===== src/hdl/pust_pkg.sv =====
package pust_pkg;

   localparam int USER_SLOTS = 1024;
   localparam int SLOT_W     = $clog2(USER_SLOTS);
   localparam int CNT_W      = $clog2(USER_SLOTS + 1);
   localparam int RECIP      = (1 << 20) / USER_SLOTS;

   localparam logic signed [31:0] BOOT_BYTE_CREDIT = 32'sd102400;
   localparam logic signed [31:0] BOOT_OP_CREDIT   = 32'sd10;

   localparam int CSR_IDX_W = 2;
   localparam logic [CSR_IDX_W-1:0] CSR_BYTES_PER_INTERVAL = 2'd0;
   localparam logic [CSR_IDX_W-1:0] CSR_OPS_PER_INTERVAL   = 2'd1;

   localparam logic [4:0] DIV_LAST_STEP = 5'd31;

   typedef enum logic [1:0] {
      OP_NOP,
      OP_REQ,
      OP_TICK
   } pust_op_type;

   typedef enum logic [3:0] {
      S_CLEAR,
      S_IDLE,
      S_OWN,
      S_WALK,
      S_SCAN,
      S_DIVB,
      S_DIVO,
      S_FILL
   } pust_state_type;

   typedef struct packed {
      pust_op_type       op;
      logic [SLOT_W-1:0] uid;
      logic [30:0]       ask_bytes;
      logic [15:0]       ask_ops;
   } pust_entry_type;

   typedef struct packed {
      logic clearing;
   } pust_status_type;

   typedef struct packed {
      logic signed [31:0] share;
      logic [30:0]        ask;
   } take_type;

   function automatic take_type take_credit(logic signed [31:0] held, logic [30:0] ask);
      logic [32:0] diff;
      take_type    res;
      diff = {held[31], held} - {2'b00, ask};
      res.share = (diff[32] != diff[31]) ? 32'sh8000_0000 : diff[31:0];
      if (!held[31] && (held != 32'sd0)) begin
         res.ask = (held[30:0] < ask) ? (ask - held[30:0]) : 31'd0;
      end else begin
         res.ask = ask;
      end
      return res;
   endfunction

   function automatic logic [SLOT_W-1:0] slot_of(logic [9:0] idx);
      logic [29:0] prod;
      logic [31:0] r;
      if (USER_SLOTS >= 1024) begin
         r = 32'(idx);
      end else begin
         prod = 30'(idx) * 30'(RECIP);
         r = 32'(idx) - 32'(prod[29:20]) * 32'(USER_SLOTS);
         if (r >= 32'(USER_SLOTS)) begin
            r = r - 32'(USER_SLOTS);
         end
      end
      return SLOT_W'(r);
   endfunction

   function automatic logic [SLOT_W-1:0] next_slot(logic [SLOT_W-1:0] idx);
      return (idx == SLOT_W'(USER_SLOTS - 1)) ? '0 : idx + 1'b1;
   endfunction

endpackage


===== src/hdl/pust_front.sv =====
module pust_front
   import pust_pkg::*;
(
   input  logic            clock,
   input  logic            reset,
   input  logic            start,
   input  logic            kind,
   input  logic [9:0]      user_index,
   input  logic [30:0]     request_bytes,
   input  logic [15:0]     request_ops,
   input  logic            bytes_on,
   input  logic            ops_on,
   input  pust_status_type status,
   input  logic            pop,
   output pust_entry_type  entry,
   output logic            empty,
   output logic            busy
);

   pust_entry_type q_ff [2];
   logic           wr_ff, wr_in;
   logic           rd_ff, rd_in;
   logic [1:0]     cnt_ff, cnt_in;
   logic           push;
   pust_entry_type item;

   always_comb begin
      item.uid       = slot_of(user_index);
      item.ask_bytes = bytes_on ? request_bytes : 31'd0;
      item.ask_ops   = ops_on ? request_ops : 16'd0;
      if (kind) begin
         item.op = OP_TICK;
      end else if ((item.ask_bytes != 31'd0) || (item.ask_ops != 16'd0)) begin
         item.op = OP_REQ;
      end else begin
         item.op = OP_NOP;
      end
   end

   assign busy  = (cnt_ff == 2'd2) || status.clearing;
   assign empty = (cnt_ff == 2'd0);
   assign push  = start && !busy;
   assign entry = q_ff[rd_ff];

   always_comb begin
      wr_in  = push ? ~wr_ff : wr_ff;
      rd_in  = pop ? ~rd_ff : rd_ff;
      cnt_in = cnt_ff + {1'b0, push} - {1'b0, pop};
   end

   always_ff @(posedge clock) begin
      if (reset) begin
         wr_ff  <= 1'b0;
         rd_ff  <= 1'b0;
         cnt_ff <= 2'd0;
      end else begin
         wr_ff  <= wr_in;
         rd_ff  <= rd_in;
         cnt_ff <= cnt_in;
      end
      if (push) begin
         q_ff[wr_ff] <= item;
      end
   end

endmodule


===== config.mk =====
export PLATFORM = sky130hd
export DESIGN_NAME = pust_front
export DESIGN_NICKNAME = d
export VERILOG_FILES = /design/src/hdl/pust_pkg.sv /design/src/hdl/pust_front.sv
export SDC_FILE = /design/constraint.sdc
export NUM_CORES = 1
export LEC_CHECK = 0
export BUFFER_PORTS_ARGS = -buffer_cell sky130_fd_sc_hd__buf_4
export CAP_MARGIN = 40
export CORE_ASPECT_RATIO = 1.1
export CORE_UTILIZATION = 35
export CTS_CLUSTER_SIZE = 16
export DETAILED_ROUTE_END_ITERATION = 10
export PLACE_DENSITY = 0.63
export SLEW_MARGIN = 20
export SYNTH_ARGS = -nofsm -noshare
export SYNTH_HDL_FRONTEND = slang
export SYNTH_SLANG_ARGS = --single-unit

===== constraint.sdc =====
create_clock -name clock -period 5.2 [get_ports clock]
set_input_delay 1.04 -clock clock [delete_from_list [all_inputs] [get_ports clock]]
set_output_delay 1.04 -clock clock [all_outputs]
set_load 0.02 [all_outputs]

==> results.toml <==
[sta]
hold_violations = 0
finalClockSkew_ps = 5.59
setup_tns_ps = 0
period_minus_slack_ps = 2890
setup_viol = 0
slew_violations = 0
worst_slew_pin_slew_ps = 765
timing.slew.headroom = 0.489
rsz0062_at_grt = "no"
post-route-period-util = 0.555
fmax_mhz = 346

[grt]
grt_first_pass_wirelength_um = 15000
grt-ovfl-total = 0
grt_max_degree = 35
grt_pass1_vias = 2991
grt.busiest_layer = "met2"
use_met2 = 0.241
use_met1 = 0.157
track_usage = 0.142
grtUsageMet3 = 0.0492
grt_antenna_before_repair = 0

[synthesis]
synth_seq_cells = 123
syn_nets = 345
syn_area_mm2 = 0.00494
yosysWarnings = 0
yosysUniqueCellTypes = 23
yosysSeqAreaShare = 0.737
syn-mean-instance-area_um2 = 17.8
yosysTopAreaCell = "edfxtp_1"
synth_top_area_share = 0.717
synthCells = 278
synth_area_leaders = "edfxtp_1 72%, mux2_2 11%, and2_1 5.9%"

[clock_tree]
cts_resized = 0
cts_root_buf = "clkbuf_16"
cts_setup_buffers = 0
htree_levels = 4
cts.path.max_buffers = 2
cts_tree = "built"
clock-sinks = 123
cts-buffers-inserted = 17
clk_latency_ps = 410
cts_hold_buf = 0
clkTransAtPathRegs_ps = 50

[drt]
vias_per_cell = 4.56
num_vias = 2806
wirelength_um = 9700
antenna_left = 0
wire_per_inst_um = 15.8
first_pass_iters = 4
drc_errors = 0
drt_iter0_drc = 110

[status]
outcome = "completed"

[worst_setup_path]
critPathLaunchType = "flop"
path_cells = "buf_12 > mux2_2 > buf_4"
worstPathMaxFanout = 31
cpPeakStageDelay_ps = 600
critPathSlowestCell = "dfxtp_4"
endpoint_kind = "output pin"
ff2ff_setup_slack_ps = 2830
r2r_start = "cnt_ff[0]"
critical_path.top_delay_family = "flip-flops"
path_buf_inv = 2
r2r_cells = 4
cp.required_ps = 4160
reg2reg_to = "q_ff[1][6]"
critical_path_arrival_ps = 1850
critical_path_class = "reg -> out"

[floorplanning]
core_area_mm2 = 0.0138
row_count = 45
dieWidth_um = 115
die_h_um = 127
fp.dieArea_mm2 = 0.0146
start_util = 0.358
io_pins = 126

[placement]
hpwl_um = 6570
portBuffers = 125
gp_congestion = 0.726
dpl_cell_area_mm2 = 0.00610

[power_and_ir_drop]
ir_drop_v = 0.000161
power_density_mw_per_mm2 = 400
leakage_nw = 2.52

[cells_and_area]
nFillCells = 1224
nets = 482
final_common_cell = "buf_4"
utilization = 0.484
mostFrequentLayoutCells = "127 x buf_4, 118 x edfxtp_1, 49 x mux2_2"
layout-drive-gt1-share = 0.504
final_area_mm2 = 0.00668
area_delta_synth_final_pct = 35.1
n_antenna_cell = 0

[worst_hold_path]
whs_path_depth = 2
worstHoldPathType = "reg -> reg"
min_from = "rd_ff"

[flow_run]
cap_violations = 0
[tightest hold or removal path, cell delays in order (launching register included)]
cell and delay [ps]:
dfxtp_1 330, xnor2_1 90, nor2_1 70
[synthesized netlist by cell type, drive strengths merged]
cell type	number
nand2	1
a21o	1
mux2	59
xnor2	3
nor3	1
o21ai	1
nor2	7
inv	4
nor2b	1
a21oi	1
buf	7
and2	47
dfxtp	5
nand4	3
nor4	11
a211o	1
xor2	1
ha	2
edfxtp	118
clkbuf	4
[state kept, by name (all words and copies together) (netlist names), named ones only]
register  cells
cnt_ff        2
q_ff        118
rd_ff         1
wr_ff         1
[per-stage QoR]
step | total power [mW] | hold slack [ps] | cells | setup slack, ps
floorplan | 1.41 | 480 | 278 | 881
global placement | 1.57 | 498 | 582 | 2070
detailed placement | 1.58 | 524 | 583 | 2010
CTS | 2.70 | 542 | 614 | 2250
global route | 2.77 | 563 | 615 | 2220
finish | 2.67 | 522 | 615 | 2310
[cell type report]
class	instances	area (um2)	share of cell area
clock inverters	13	133	0.0199
multi-input cells	140	1230	0.184
flip-flops and latches	123	3650	0.546
inverters	4	15.0	0.00225
well taps	188	235	0.0352
repair buffers	129	993	0.149
clock buffers	18	429	0.0643
[logic make-up (layout without fill, tap and decap cells)]
| kind of cell | count (synthesis) | count (layout) | synth area share |
|---|---|---|---|
| buffers and inverters | 15 | 164 | 0.0177 |
| AND/OR/NAND/NOR | 71 | 71 | 0.0856 |
| flip-flops | 123 | 123 | 0.737 |
| XOR/XNOR | 4 | 4 | 0.00709 |
| multiplexers | 59 | 59 | 0.142 |
| AO/OA/AOI/OAI | 4 | 4 | 0.00532 |
| adder cells (fa/ha/maj) | 2 | 2 | 0.00506 |
[report_power, final]
part           internal, mW  leakage (nW)  switching, mW
registers              1.16          1.14         0.0241
clock network         0.734         0.278          0.385
logic                 0.182          1.10          0.191
total                  2.07          2.52          0.600
[metal layers]
layer,vias up,routed length (um)
li1,1323,-
met1,1374,3930
met2,90,5040
met3,19,534
met4,0,200
met5,-,0
[worst max path at each step]
| stage | start | to | slack (ps) | cells after the start |
|---|---|---|---|---|
| floorplan | status | q_ff[0][0] | 880 | 2 |
| CTS | flop | entry[42] | 2250 | 3 |
| global placement | status | q_ff[1][9] | 2070 | 4 |
| global route | flop | entry[0] | 2220 | 3 |
| detailed placement | status | q_ff[0][11] | 2010 | 4 |
| finish | flop | entry[41] | 2310 | 3 |
Note: power is estimated with default switching activity, not from simulation.
